`config.mk`:
```
export PLATFORM = sky130hd
export DESIGN_NAME = line_position_pid_flat
export DESIGN_NICKNAME = d
export VERILOG_FILES = /design/src/rtl/lpp_pkg.sv /design/src/rtl/lpp_if.sv /design/src/rtl/lpp_ctrl.sv /design/src/rtl/lpp_datapath.sv /design/src/rtl/line_position_pid.sv /design/src/flat_wrapper.sv
export SDC_FILE = /design/constraint.sdc
export NUM_CORES = 1
export LEC_CHECK = 0
export BUFFER_PORTS_ARGS = -buffer_cell sky130_fd_sc_hd__buf_2
export CAP_MARGIN = 20
export CELL_PAD_IN_SITES_DETAIL_PLACEMENT = 1
export CELL_PAD_IN_SITES_GLOBAL_PLACEMENT = 2
export CORE_MARGIN = 5
export CORE_UTILIZATION = 25
export CTS_CLUSTER_DIAMETER = 40
export CTS_CLUSTER_SIZE = 28
export DETAILED_ROUTE_END_ITERATION = 6
export PLACE_DENSITY = 0.63
export SLEW_MARGIN = 15
export SYNTH_ARGS = -nofsm -noshare
export SYNTH_HDL_FRONTEND = slang
export SYNTH_HIERARCHICAL = 1
export SYNTH_SLANG_ARGS = --single-unit
```
`constraint.sdc`:
```
create_clock -name clk_i -period 7.8 [get_ports clk_i]
set_clock_uncertainty 0.2 [all_clocks]
set_input_delay 1.17 -clock clk_i [delete_from_list [all_inputs] [get_ports clk_i]]
set_output_delay 1.17 -clock clk_i [all_outputs]
set_load 0.05 [all_outputs]
```
`src/rtl/lpp_pkg.sv`:
```
// Shared types and constants for the line position PID block.
// Used by the channel interfaces, the controller, the datapath and the top level.
package lpp_pkg;

  localparam int unsigned LPP_ARRAY_COUNT = 8;

  localparam int unsigned IDX_W    = 3;
  localparam int unsigned PERIOD_W = 16;
  localparam int unsigned THR_W    = 18;
  localparam int unsigned GAIN_W   = 8;
  localparam int unsigned LIMIT_W  = 12;
  localparam int unsigned EFFORT_W = 13;
  localparam int unsigned ERR_W    = 9;

  localparam int unsigned CFG_IDX_W  = 3;
  localparam int unsigned CFG_DATA_W = 12;

  // Configuration register indexes.
  localparam logic [CFG_IDX_W-1:0] REG_LINE_REF = 3'd0;
  localparam logic [CFG_IDX_W-1:0] REG_KP       = 3'd1;
  localparam logic [CFG_IDX_W-1:0] REG_KI       = 3'd2;
  localparam logic [CFG_IDX_W-1:0] REG_KD       = 3'd3;
  localparam logic [CFG_IDX_W-1:0] REG_LIMIT    = 3'd4;

  // Reset values of the configuration registers.
  localparam logic [GAIN_W-1:0]  LINE_REF_RST = 8'd100;
  localparam logic [GAIN_W-1:0]  GAIN_RST     = 8'd1;
  localparam logic [LIMIT_W-1:0] LIMIT_RST    = 12'd1000;

  // Position weights and the lost-line feedback extreme.
  localparam int unsigned WEIGHT_MID = 100;
  localparam logic [7:0]  FB_MAX     = 8'd200;

  // Shared divider: remainder width and quotient bits per division.
  localparam int unsigned DIV_W      = 25;
  localparam int unsigned QUO_W      = 11;
  localparam int unsigned FB_STEPS   = 8;
  localparam int unsigned GAIN_STEPS = 11;
  localparam int unsigned CNT_W      = 4;

  // Gain term selector.
  localparam logic [1:0] GAIN_P = 2'd0;
  localparam logic [1:0] GAIN_I = 2'd1;
  localparam logic [1:0] GAIN_D = 2'd2;

  typedef struct packed {
    logic       load;
    logic       div_step;
    logic       set_err;
    logic       gain_load;
    logic [1:0] gain_sel;
    logic       gain_acc;
    logic       finish;
  } lpp_cmd_t;

  typedef struct packed {
    logic out_free;
  } lpp_status_t;

endpackage

```
`src/rtl/lpp_if.sv`:
```
// Valid/ready channel interfaces of the line position PID block: input items,
// result items and configuration writes. Depends on lpp_pkg.
interface lpp_in_if import lpp_pkg::*; ();
  logic                valid;
  logic                ready;
  logic [IDX_W-1:0]    array_index;
  logic [PERIOD_W-1:0] left_period;
  logic [PERIOD_W-1:0] middle_period;
  logic [PERIOD_W-1:0] right_period;
  logic [THR_W-1:0]    lost_threshold;

  modport source (output valid, array_index, left_period, middle_period, right_period,
                  lost_threshold, input ready);
  modport sink (input valid, array_index, left_period, middle_period, right_period,
                lost_threshold, output ready);
endinterface

interface lpp_out_if import lpp_pkg::*; ();
  logic                       valid;
  logic                       ready;
  logic signed [EFFORT_W-1:0] control_effort;
  logic signed [ERR_W-1:0]    position_error;
  logic                       line_lost;

  modport source (output valid, control_effort, position_error, line_lost, input ready);
  modport sink (input valid, control_effort, position_error, line_lost, output ready);
endinterface

interface lpp_cfg_if import lpp_pkg::*; ();
  logic                  valid;
  logic                  ready;
  logic [CFG_IDX_W-1:0]  reg_index;
  logic [CFG_DATA_W-1:0] wdata;

  modport source (output valid, reg_index, wdata, input ready);
  modport sink (input valid, reg_index, wdata, output ready);
endinterface

```
`src/rtl/lpp_ctrl.sv`:
```
// Sequencer of the line position PID block: steps the shared divider through
// the position division and the three gain divisions. Depends on lpp_pkg.
module lpp_ctrl import lpp_pkg::*; (
  input  logic        clk_i,
  input  logic        rst_ni,
  input  logic        in_valid_i,
  output logic        in_ready_o,
  input  lpp_status_t status_i,
  output lpp_cmd_t    cmd_o
);

  localparam logic [2:0] S_IDLE  = 3'd0;
  localparam logic [2:0] S_FB    = 3'd1;
  localparam logic [2:0] S_ERR   = 3'd2;
  localparam logic [2:0] S_GLOAD = 3'd3;
  localparam logic [2:0] S_GDIV  = 3'd4;
  localparam logic [2:0] S_GACC  = 3'd5;
  localparam logic [2:0] S_FIN   = 3'd6;

  logic [2:0]       state_q, state_d;
  logic [CNT_W-1:0] cnt_q, cnt_d;
  logic [1:0]       op_q, op_d;

  always_comb begin
    state_d    = state_q;
    cnt_d      = cnt_q;
    op_d       = op_q;
    cmd_o      = '0;
    in_ready_o = 1'b0;
    unique case (state_q)
      S_IDLE: begin
        in_ready_o = 1'b1;
        if (in_valid_i) begin
          cmd_o.load = 1'b1;
          cnt_d      = '0;
          state_d    = S_FB;
        end
      end
      S_FB: begin
        cmd_o.div_step = 1'b1;
        if (cnt_q == CNT_W'(FB_STEPS - 1)) begin
          state_d = S_ERR;
        end else begin
          cnt_d = cnt_q + 1'b1;
        end
      end
      S_ERR: begin
        cmd_o.set_err = 1'b1;
        state_d       = S_GLOAD;
      end
      S_GLOAD: begin
        cmd_o.gain_load = 1'b1;
        cmd_o.gain_sel  = GAIN_P;
        op_d            = GAIN_P;
        cnt_d           = '0;
        state_d         = S_GDIV;
      end
      S_GDIV: begin
        cmd_o.div_step = 1'b1;
        if (cnt_q == CNT_W'(GAIN_STEPS - 1)) begin
          state_d = S_GACC;
        end else begin
          cnt_d = cnt_q + 1'b1;
        end
      end
      S_GACC: begin
        // The finished term is added while the next term's division is set up.
        cmd_o.gain_acc = 1'b1;
        if (op_q == GAIN_D) begin
          state_d = S_FIN;
        end else begin
          cmd_o.gain_load = 1'b1;
          cmd_o.gain_sel  = op_q + 1'b1;
          op_d            = op_q + 1'b1;
          cnt_d           = '0;
          state_d         = S_GDIV;
        end
      end
      S_FIN: begin
        if (status_i.out_free) begin
          cmd_o.finish = 1'b1;
          state_d      = S_IDLE;
        end
      end
      default: begin
        state_d = S_IDLE;
      end
    endcase
  end

  always_ff @(posedge clk_i or negedge rst_ni) begin
    if (!rst_ni) begin
      state_q <= S_IDLE;
      cnt_q   <= '0;
      op_q    <= GAIN_P;
    end else begin
      state_q <= state_d;
      cnt_q   <= cnt_d;
      op_q    <= op_d;
    end
  end

endmodule

```
`src/rtl/lpp_datapath.sv`:
```
// Datapath of the line position PID block: configuration registers, per-array
// error and effort history, the shared restoring divider and the result register.
// Depends on lpp_pkg.
module lpp_datapath import lpp_pkg::*; #(
  parameter int unsigned ARRAY_COUNT = LPP_ARRAY_COUNT
) (
  input  logic                       clk_i,
  input  logic                       rst_ni,
  input  lpp_cmd_t                   cmd_i,
  output lpp_status_t                status_o,
  input  logic                       cfg_we_i,
  input  logic [CFG_IDX_W-1:0]       cfg_index_i,
  input  logic [CFG_DATA_W-1:0]      cfg_wdata_i,
  input  logic [IDX_W-1:0]           array_index_i,
  input  logic [PERIOD_W-1:0]        left_period_i,
  input  logic [PERIOD_W-1:0]        middle_period_i,
  input  logic [PERIOD_W-1:0]        right_period_i,
  input  logic [THR_W-1:0]           lost_threshold_i,
  output logic                       out_valid_o,
  input  logic                       out_ready_i,
  output logic signed [EFFORT_W-1:0] control_effort_o,
  output logic signed [ERR_W-1:0]    position_error_o,
  output logic                       line_lost_o
);

  localparam int unsigned AW = (ARRAY_COUNT > 1) ? $clog2(ARRAY_COUNT) : 1;

  // Configuration registers.
  logic [GAIN_W-1:0]  ref_q, kp_q, ki_q, kd_q;
  logic [LIMIT_W-1:0] limit_q;

  // Per-array history. The oldest error of an item is the middle one before
  // the shift, so only the two newest errors need storage.
  logic signed [ERR_W-1:0]    hist_new_q [ARRAY_COUNT];
  logic signed [ERR_W-1:0]    hist_mid_q [ARRAY_COUNT];
  logic signed [EFFORT_W-1:0] prev_eff_q [ARRAY_COUNT];

  // Item registers.
  logic [AW-1:0]              idx_q;
  logic                       sum_zero_q;
  logic                       lost_q;
  logic signed [ERR_W-1:0]    e0_q;
  logic signed [EFFORT_W-1:0] acc_q;
  logic                       sign_q;

  // Divider registers.
  logic [DIV_W-1:0] rem_q, dreg_q;
  logic [QUO_W-1:0] quo_q;

  // Result register.
  logic                       out_valid_q;
  logic signed [EFFORT_W-1:0] effort_q;
  logic signed [ERR_W-1:0]    perr_q;
  logic                       olost_q;

  // Input stage: array index wrap, period sum and weighted numerator.
  logic [3:0]      idx_m;
  logic [THR_W-1:0] sum_w;
  logic [THR_W-1:0] wsum_w;
  logic [DIV_W-1:0] num_w;

  always_comb begin
    idx_m = {1'b0, array_index_i};
    for (int k = 0; k < 8; k++) begin
      if (idx_m >= ARRAY_COUNT) begin
        idx_m = idx_m - 4'(ARRAY_COUNT);
      end
    end
    sum_w  = THR_W'(left_period_i) + THR_W'(middle_period_i) + THR_W'(right_period_i);
    wsum_w = THR_W'(middle_period_i) + {1'b0, right_period_i, 1'b0};
    num_w  = DIV_W'(wsum_w) * DIV_W'(WEIGHT_MID);
  end

  // Current history of the selected array.
  logic signed [ERR_W-1:0]    e1_w, e2_w;
  logic signed [EFFORT_W-1:0] pu_w;
  assign e1_w = hist_new_q[idx_q];
  assign e2_w = hist_mid_q[idx_q];
  assign pu_w = prev_eff_q[idx_q];

  // Error from the quotient, with the lost-line override.
  logic [7:0]              fb_w;
  logic signed [ERR_W-1:0] e0_w;

  always_comb begin
    fb_w = sum_zero_q ? 8'd0 : quo_q[7:0];
    if (lost_q) begin
      if (e1_w < 0) begin
        fb_w = 8'd0;
      end else if (e1_w > 0) begin
        fb_w = FB_MAX;
      end
    end
    e0_w = ERR_W'($signed({2'b00, fb_w}) - $signed({2'b00, ref_q}));
  end

  // Gain term numerator and divisor.
  logic signed [11:0] e0x, e1x, e2x, gnum_w;
  logic [11:0]        gmag_w;
  logic [GAIN_W-1:0]  gden_w;

  always_comb begin
    e0x = 12'(e0_q);
    e1x = 12'(e1_w);
    e2x = 12'(e2_w);
    unique case (cmd_i.gain_sel)
      GAIN_P: begin
        gnum_w = e0x;
        gden_w = kp_q;
      end
      GAIN_I: begin
        gnum_w = e0x - e1x;
        gden_w = ki_q;
      end
      GAIN_D: begin
        gnum_w = 12'((e0x + e2x - (e1x <<< 1)) <<< 1);
        gden_w = kd_q;
      end
      default: begin
        gnum_w = e0x;
        gden_w = kp_q;
      end
    endcase
    if (gden_w == '0) begin
      gden_w = GAIN_RST;
    end
    gmag_w = gnum_w[11] ? 12'(-gnum_w) : 12'(gnum_w);
  end

  // Signed quotient of the finished gain term.
  logic signed [EFFORT_W-1:0] term_w;
  assign term_w = sign_q ? -$signed({2'b00, quo_q}) : $signed({2'b00, quo_q});

  // Clamp against the previous effort of this array.
  logic [EFFORT_W-1:0]        pmag_w;
  logic signed [EFFORT_W-1:0] effort_w;

  always_comb begin
    pmag_w   = pu_w[EFFORT_W-1] ? EFFORT_W'(-pu_w) : EFFORT_W'(pu_w);
    effort_w = acc_q;
    if (pmag_w >= {1'b0, limit_q}) begin
      if (pu_w > 0) begin
        effort_w = $signed({1'b0, limit_q});
      end else if (pu_w < 0) begin
        effort_w = -$signed({1'b0, limit_q});
      end else begin
        effort_w = '0;
      end
    end
  end

  // Configuration writes.
  always_ff @(posedge clk_i or negedge rst_ni) begin
    if (!rst_ni) begin
      ref_q   <= LINE_REF_RST;
      kp_q    <= GAIN_RST;
      ki_q    <= GAIN_RST;
      kd_q    <= GAIN_RST;
      limit_q <= LIMIT_RST;
    end else if (cfg_we_i) begin
      unique case (cfg_index_i)
        REG_LINE_REF: ref_q   <= cfg_wdata_i[GAIN_W-1:0];
        REG_KP:       kp_q    <= cfg_wdata_i[GAIN_W-1:0];
        REG_KI:       ki_q    <= cfg_wdata_i[GAIN_W-1:0];
        REG_KD:       kd_q    <= cfg_wdata_i[GAIN_W-1:0];
        REG_LIMIT:    limit_q <= cfg_wdata_i;
        default: begin
        end
      endcase
    end
  end

  // History is written back once per item.
  always_ff @(posedge clk_i or negedge rst_ni) begin
    if (!rst_ni) begin
      for (int k = 0; k < ARRAY_COUNT; k++) begin
        hist_new_q[k] <= '0;
        hist_mid_q[k] <= '0;
        prev_eff_q[k] <= '0;
      end
    end else if (cmd_i.finish) begin
      hist_mid_q[idx_q] <= hist_new_q[idx_q];
      hist_new_q[idx_q] <= e0_q;
      prev_eff_q[idx_q] <= effort_w;
    end
  end

  // Item registers and the shared divider.
  always_ff @(posedge clk_i) begin
    if (cmd_i.load) begin
      idx_q      <= AW'(idx_m);
      sum_zero_q <= (sum_w == '0);
      lost_q     <= (sum_w < lost_threshold_i);
      rem_q      <= num_w;
      dreg_q     <= {sum_w, 7'b0};
      quo_q      <= '0;
    end else if (cmd_i.gain_load) begin
      sign_q <= gnum_w[11];
      rem_q  <= DIV_W'(gmag_w);
      dreg_q <= {7'b0, gden_w, 10'b0};
      quo_q  <= '0;
    end else if (cmd_i.div_step) begin
      if (rem_q >= dreg_q) begin
        rem_q <= rem_q - dreg_q;
        quo_q <= {quo_q[QUO_W-2:0], 1'b1};
      end else begin
        quo_q <= {quo_q[QUO_W-2:0], 1'b0};
      end
      dreg_q <= dreg_q >> 1;
    end
    if (cmd_i.set_err) begin
      e0_q  <= e0_w;
      acc_q <= '0;
    end else if (cmd_i.gain_acc) begin
      acc_q <= acc_q + term_w;
    end
  end

  // Result register; the next item may be taken while a result waits here.
  always_ff @(posedge clk_i or negedge rst_ni) begin
    if (!rst_ni) begin
      out_valid_q <= 1'b0;
    end else if (cmd_i.finish) begin
      out_valid_q <= 1'b1;
    end else if (out_ready_i) begin
      out_valid_q <= 1'b0;
    end
  end

  always_ff @(posedge clk_i) begin
    if (cmd_i.finish) begin
      effort_q <= effort_w;
      perr_q   <= e0_q;
      olost_q  <= lost_q;
    end
  end

  assign status_o.out_free = !out_valid_q || out_ready_i;
  assign out_valid_o       = out_valid_q;
  assign control_effort_o  = effort_q;
  assign position_error_o  = perr_q;
  assign line_lost_o       = olost_q;

endmodule

```
`src/rtl/line_position_pid.sv`:
```
// Line position PID: one control step per sensor-array update, with a
// controller sequencing a shared datapath. Depends on lpp_pkg and lpp_if.
//
// The single shared restoring divider, which produces one quotient bit per
// cycle, sets the pace: 8 quotient bits for the line position, then 11 for
// each of the three gain terms, plus setup, accumulate and write-back steps.
// One item is worked on at a time; a new item is accepted once the previous
// one has moved into the result register, so a slow result consumer stalls
// the block only after one result is waiting. Configuration writes are always
// accepted and must only be issued while no item is in flight. Array indexes
// wrap modulo ARRAY_COUNT, and a zero divisor register acts as one.
module line_position_pid import lpp_pkg::*; #(
  parameter int unsigned ARRAY_COUNT = LPP_ARRAY_COUNT
) (
  input  logic       clk_i,
  input  logic       rst_ni,
  lpp_in_if.sink     in_i,
  lpp_out_if.source  out_o,
  lpp_cfg_if.sink    cfg_i
);

  lpp_cmd_t    cmd;
  lpp_status_t status;
  logic        in_ready;

  assign in_i.ready  = in_ready;
  assign cfg_i.ready = 1'b1;

  lpp_ctrl u_ctrl (
    .clk_i      (clk_i),
    .rst_ni     (rst_ni),
    .in_valid_i (in_i.valid),
    .in_ready_o (in_ready),
    .status_i   (status),
    .cmd_o      (cmd)
  );

  lpp_datapath #(
    .ARRAY_COUNT (ARRAY_COUNT)
  ) u_datapath (
    .clk_i            (clk_i),
    .rst_ni           (rst_ni),
    .cmd_i            (cmd),
    .status_o         (status),
    .cfg_we_i         (cfg_i.valid),
    .cfg_index_i      (cfg_i.reg_index),
    .cfg_wdata_i      (cfg_i.wdata),
    .array_index_i    (in_i.array_index),
    .left_period_i    (in_i.left_period),
    .middle_period_i  (in_i.middle_period),
    .right_period_i   (in_i.right_period),
    .lost_threshold_i (in_i.lost_threshold),
    .out_valid_o      (out_o.valid),
    .out_ready_i      (out_o.ready),
    .control_effort_o (out_o.control_effort),
    .position_error_o (out_o.position_error),
    .line_lost_o      (out_o.line_lost)
  );

endmodule
```
`src/flat_wrapper.sv`:
```
// flat-port wrapper written by rule: the top's interface ports become plain ports
module line_position_pid_flat import lpp_pkg::*;
#(
  parameter int unsigned ARRAY_COUNT = LPP_ARRAY_COUNT
)
  (clk_i, rst_ni, in_i_valid, in_i_array_index, in_i_left_period, in_i_middle_period, in_i_right_period, in_i_lost_threshold, in_i_ready, out_o_valid, out_o_control_effort, out_o_position_error, out_o_line_lost, out_o_ready, cfg_i_valid, cfg_i_reg_index, cfg_i_wdata, cfg_i_ready);
  lpp_in_if in_i_i ();
  lpp_out_if out_o_i ();
  lpp_cfg_if cfg_i_i ();
  input  logic clk_i;
  input  logic rst_ni;
  input wire logic [$bits(in_i_i.valid)-1:0] in_i_valid;
  input wire logic [$bits(in_i_i.array_index)-1:0] in_i_array_index;
  input wire logic [$bits(in_i_i.left_period)-1:0] in_i_left_period;
  input wire logic [$bits(in_i_i.middle_period)-1:0] in_i_middle_period;
  input wire logic [$bits(in_i_i.right_period)-1:0] in_i_right_period;
  input wire logic [$bits(in_i_i.lost_threshold)-1:0] in_i_lost_threshold;
  output wire logic [$bits(in_i_i.ready)-1:0] in_i_ready;
  output wire logic [$bits(out_o_i.valid)-1:0] out_o_valid;
  output wire logic [$bits(out_o_i.control_effort)-1:0] out_o_control_effort;
  output wire logic [$bits(out_o_i.position_error)-1:0] out_o_position_error;
  output wire logic [$bits(out_o_i.line_lost)-1:0] out_o_line_lost;
  input wire logic [$bits(out_o_i.ready)-1:0] out_o_ready;
  input wire logic [$bits(cfg_i_i.valid)-1:0] cfg_i_valid;
  input wire logic [$bits(cfg_i_i.reg_index)-1:0] cfg_i_reg_index;
  input wire logic [$bits(cfg_i_i.wdata)-1:0] cfg_i_wdata;
  output wire logic [$bits(cfg_i_i.ready)-1:0] cfg_i_ready;
  assign in_i_i.valid = in_i_valid;
  assign in_i_i.array_index = in_i_array_index;
  assign in_i_i.left_period = in_i_left_period;
  assign in_i_i.middle_period = in_i_middle_period;
  assign in_i_i.right_period = in_i_right_period;
  assign in_i_i.lost_threshold = in_i_lost_threshold;
  assign in_i_ready = in_i_i.ready;
  assign out_o_valid = out_o_i.valid;
  assign out_o_control_effort = out_o_i.control_effort;
  assign out_o_position_error = out_o_i.position_error;
  assign out_o_line_lost = out_o_i.line_lost;
  assign out_o_i.ready = out_o_ready;
  assign cfg_i_i.valid = cfg_i_valid;
  assign cfg_i_i.reg_index = cfg_i_reg_index;
  assign cfg_i_i.wdata = cfg_i_wdata;
  assign cfg_i_ready = cfg_i_i.ready;
  line_position_pid #(.ARRAY_COUNT(ARRAY_COUNT)) u_core (.clk_i(clk_i), .rst_ni(rst_ni), .in_i(in_i_i), .out_o(out_o_i), .cfg_i(cfg_i_i));
endmodule
```
==> results.yml <==
grt:
  track_usage_pct: 14.5
  global_route_wire_length_before_repair_mm: 127
  vias_in_the_first_global_route: 21900
  globalRouteOverflowTotal: 0
  antenna_found_initial: 9
  largest_net_degree_at_the_start_of_global_routing: 149
logic_synthesis:
  ys_seq_area_share_pct: 40.9
  mappedNetlistArea_sq_mm: 0.0259
  post_synth_num_cell_types: 89
  synthesis_stage_register_bit_count: 414
  synth.net_count: 2900
  synth_flop_cell: "sky130_fd_sc_hd__dfrtp_1"
  synth_async_sr_flop_share_pct: 72.9
  synth.avg_cell_area_sq_um: 10.1
  post_synth_inst_count: 2575
  synth_edf_count: 79
  yosysWarnings: 6
power_and_ir_drop:
  swShare_pct: 35.3
  share_comb_of_total_power_pct: 35.1
  clockPowerShare_pct: 37.8
  switching_power_mw: 3.47
  power-per-cell-area_mw_per_mm2: 315
  worst_vdd_ir_v: 0.000154
  power.share.sequential_pct: 27.1
  internal-power_mw: 6.36
  fin_total_pwr_mw: 9.83
  static-leakage-power_nw: 14.1
layout:
  area_delta_synth_final_pct: 20.4
  nNetsFinal: 3035
  drive_gt1_share_pct: 17.6
setup_path:
  setup.worst_path.end_class: "flip-flop"
  r2r_cells: 16
  setup.worst_path.class: "input port to flip-flop"
  critPathArrivalTime_ns: 6.61
  cp_max_fo: 5
  crit_path_start_kind: "input port"
  worstPathRequired_ns: 7.97
sta:
  slew_headroom_pct: 23.8
  layout_min_cycle_time_ns: 6.44
  final-setup-viol-count: 0
  timing_max_transition_violations_final: 0
  whs_ns: 0.274
  min_period_over_period_pct: 82.6
  post-route-worst-setup-slack_ns: 1.36
  totalNegativeSetupSlack_ns: 0
  max_freq_ghz: 0.155
  unrepaired_setup_endpoints_after_global_routing: "false"
  final_hold_viol_count: 0
  tightestPinTransition_ns: 1.11
route:
  route.detailed.wl_per_inst_um: 19.5
  routed_wl_mm: 81.2
  violation_count_after_the_first_detailed_routing_iteration: 862
  vias_per_cell: 4.81
  routed-via-count: 20000
  drc_errors: 2
  detailedRoute.firstPassIterationCount: 7
  drtAntennaViolNets: 0
place:
  dp_hpwl_mm: 59.3
  pre_cts_slack_ns: 0.651
  io_buffer_count: 113
  globalplace.congestion: 0.835
clocking:
  cts_max_path_buffers: 3
  clkSlewWorstSetupHoldPaths_ns: 0.05
  h-tree-depth: 3
  clkLatencyLatePin_ns: 0.64
  cts_root_buf: "sky130_fd_sc_hd__clkbuf_16"
  hold_buffers: 0
  post_cts_setup_inserts: 0
  cts_resized: 0
  cts_inserted_buffers: 82
  clock_sink_count: 414
  tritoncts: "built"
status:
  failed_checks: "DRC"
  run_status: "complete, but fails checks"
floorplan:
  core-area_sq_mm: 0.103
  dieWidth_um: 332
  die-height_um: 332
  floorplan.die_area_sq_mm: 0.110
  pin_count: 115
  initial_utilization_pct: 25.1
  fp-row-count: 118
min_path:
  min_delay_path_depth: 2
  min_path_type: "flip-flop to flip-flop"
run:
  timing.max_cap.violations: 0
-- layer usage --
metal / global-route usage [%] / vias up / wire length (um) / share of wire (%)
li1: - / 9413 / - / -
met1: 19.3 / 10100 / 37900 / 47
met2: 24.6 / 349 / 38500 / 47
met3: 2.16 / 112 / 3050 / 3.8
met4: 4.08 / 2 / 1740 / 2.1
met5: 0 / - / 13 / 0.016
-- cell usage after synthesis (7+ instances only) --
| library cell | instances | area (sq um) |
|---|---|---|
| sky130_fd_sc_hd__dfstp_2 | 12 | 315 |
| sky130_fd_sc_hd__nand4_1 | 13 | 81.3 |
| sky130_fd_sc_hd__buf_2 | 9 | 45.0 |
| sky130_fd_sc_hd__o21ai_1 | 34 | 170 |
| sky130_fd_sc_hd__a211oi_1 | 11 | 82.6 |
| sky130_fd_sc_hd__a21o_1 | 51 | 383 |
| sky130_fd_sc_hd__a22o_1 | 14 | 123 |
| sky130_fd_sc_hd__dfrtp_1 | 290 | 7260 |
| sky130_fd_sc_hd__xor2_1 | 58 | 508 |
| sky130_fd_sc_hd__nand3_1 | 21 | 105 |
| sky130_fd_sc_hd__or3_1 | 16 | 100 |
| sky130_fd_sc_hd__o21a_1 | 11 | 82.6 |
| sky130_fd_sc_hd__fa_1 | 44 | 881 |
| sky130_fd_sc_hd__edfxtp_1 | 79 | 2370 |
| sky130_fd_sc_hd__and2_1 | 13 | 81.3 |
| sky130_fd_sc_hd__mux2i_1 | 62 | 621 |
| sky130_fd_sc_hd__nor3b_1 | 7 | 52.6 |
| sky130_fd_sc_hd__buf_1 | 9 | 33.8 |
| sky130_fd_sc_hd__a41oi_1 | 7 | 61.3 |
| sky130_fd_sc_hd__o21ai_0 | 180 | 901 |
| sky130_fd_sc_hd__and3_1 | 17 | 106 |
| sky130_fd_sc_hd__a2111oi_0 | 7 | 61.3 |
| sky130_fd_sc_hd__mux2_2 | 66 | 743 |
| sky130_fd_sc_hd__xnor2_1 | 73 | 639 |
| sky130_fd_sc_hd__nor2_1 | 202 | 758 |
| sky130_fd_sc_hd__nand2_1 | 230 | 863 |
| sky130_fd_sc_hd__nand2b_1 | 32 | 200 |
| sky130_fd_sc_hd__nor2b_1 | 14 | 87.6 |
| sky130_fd_sc_hd__mux4_2 | 62 | 1400 |
| sky130_fd_sc_hd__nor3_1 | 39 | 195 |
| sky130_fd_sc_hd__ha_1 | 192 | 2400 |
| sky130_fd_sc_hd__o31ai_1 | 9 | 67.6 |
| sky130_fd_sc_hd__inv_1 | 213 | 800 |
| sky130_fd_sc_hd__o22ai_1 | 13 | 81.3 |
| sky130_fd_sc_hd__a22oi_1 | 15 | 113 |
| sky130_fd_sc_hd__a31oi_1 | 7 | 43.8 |
| sky130_fd_sc_hd__clkbuf_1 | 93 | 349 |
| sky130_fd_sc_hd__a222oi_1 | 9 | 90.1 |
| sky130_fd_sc_hd__o21bai_1 | 14 | 105 |
| sky130_fd_sc_hd__a21oi_1 | 185 | 926 |
| sky130_fd_sc_hd__dfxtp_1 | 33 | 661 |
-- stage by stage --
stage | std cells | instance area [sq um] | util (%)
finish | 4160 | 31200 | 30.2
CTS | 4156 | 31200 | 30.2
detailed placement | 4003 | 28200 | 27.3
global route | 4159 | 31200 | 30.2
global placement | 4003 | 28200 | 27.3
floorplan | 2575 | 25900 | -
-- sequential cells by signal, indices dropped and copies added (netlist names), 9 cells and up --
name	flops
u_core/u_datapath/quo_q	11
u_core/u_datapath/prev_eff_q	104
u_core/u_datapath/dreg_q	25
u_core/u_datapath/control_effort_o	13
u_core/u_datapath/limit_q	12
u_core/u_datapath/e0_q	9
u_core/u_datapath/rem_q	25
u_core/u_datapath/acc_q	13
u_core/u_datapath/hist_mid_q	72
u_core/u_datapath/hist_new_q	72
u_core/u_datapath/position_error_o	9
-- cells by family after synthesis --
logic type	after synthesis	synth area share, %
simple gates	637	11.2
buf+inv	333	5.04
flops	414	40.9
other cells	1	0.0145
mux	191	10.7
fa+ha+maj	236	12.7
xor+xnor	131	4.42
compound gates	632	15.0
-- cells in the final DEF (no fill, tap or decap), types with 66 or more instances in the layout --
cell,synthesis,routed
sky130_fd_sc_hd__nand2_1,230,230
sky130_fd_sc_hd__a21oi_1,185,185
sky130_fd_sc_hd__dfrtp_1,290,290
sky130_fd_sc_hd__mux2_2,66,66
sky130_fd_sc_hd__edfxtp_1,79,79
sky130_fd_sc_hd__xnor2_1,73,73
sky130_fd_sc_hd__clkbuf_16,0,86
sky130_fd_sc_hd__o21ai_0,180,180
sky130_fd_sc_hd__inv_1,213,213
sky130_fd_sc_hd__buf_2,9,112
sky130_fd_sc_hd__nor2_1,202,198
sky130_fd_sc_hd__ha_1,192,192
-- path summary, 6_finish.rpt --
check	end	slack [ns]	startpoint
min reg2reg	u_core/u_datapath/hist_mid_q[2]$_DFFE_PN0P_	0.27	u_core/u_datapath/hist_mid_q[2]$_DFFE_PN0P_
max reg2reg	u_core/u_datapath/rem_q[8]$_DFFE_PP_	1.47	u_core/u_datapath/idx_q[0]$_DFFE_PP_
min	u_core/u_datapath/hist_mid_q[2]$_DFFE_PN0P_	0.27	u_core/u_datapath/hist_mid_q[2]$_DFFE_PN0P_
max in group asynchronous	u_core/u_datapath/hist_new_q[8]$_DFFE_PN0P_	5.61	rst_ni
min in group asynchronous	u_core/u_datapath/prev_eff_q[9]$_DFFE_PN0P_	0.40	rst_ni
max	u_core/u_datapath/rem_q[24]$_DFFE_PP_	1.36	in_i_middle_period[1]
-- power groups by stage --
stage          Combinational [mW]  Sequential (mW)  Clock (mW)
2_1_floorplan                2.51             2.63           0
3_3_place_gp                 3.37             2.69           0
3_5_place_dp                 3.46             2.70           0
4_1_cts                      3.50             2.67        3.82
5_1_grt                      3.89             2.69        3.94
6_report                     3.45             2.67        3.71
-- cell type report --
type                    instances  area [sq um]
clock inverters                42           586
flip-flops and latches        414         10600
inverters                     216           811
fillers                     11700         72100
well taps                    1380          1730
repair buffers                168          1020
multi-input cells            1828         14100
diodes                          1          2.50
clock buffers                 111          2410
-- critical path: stages --
cell	delay, ns
sky130_fd_sc_hd__buf_2	0.11
sky130_fd_sc_hd__ha_1	0.17
sky130_fd_sc_hd__inv_1	0.06
sky130_fd_sc_hd__fa_1	0.41
sky130_fd_sc_hd__nor2b_1	0.12
sky130_fd_sc_hd__o21ai_0	0.12
sky130_fd_sc_hd__a21boi_0	0.24
sky130_fd_sc_hd__o21ai_0	0.18
sky130_fd_sc_hd__a21oi_1	0.46
sky130_fd_sc_hd__a21o_1	0.20
sky130_fd_sc_hd__a21oi_1	0.10
sky130_fd_sc_hd__xnor2_1	0.24
sky130_fd_sc_hd__ha_1	0.28
sky130_fd_sc_hd__ha_1	0.27
sky130_fd_sc_hd__inv_1	0.05
sky130_fd_sc_hd__fa_1	0.50
sky130_fd_sc_hd__inv_1	0.05
sky130_fd_sc_hd__ha_1	0.34
sky130_fd_sc_hd__or2_2	0.29
sky130_fd_sc_hd__a21oi_1	0.22
sky130_fd_sc_hd__a31oi_1	0.13
sky130_fd_sc_hd__a22o_1	0.27
sky130_fd_sc_hd__o41ai_1	0.32
sky130_fd_sc_hd__xor2_1	0.20
sky130_fd_sc_hd__o22ai_1	0.09
(Power assumes the default switching activity.)
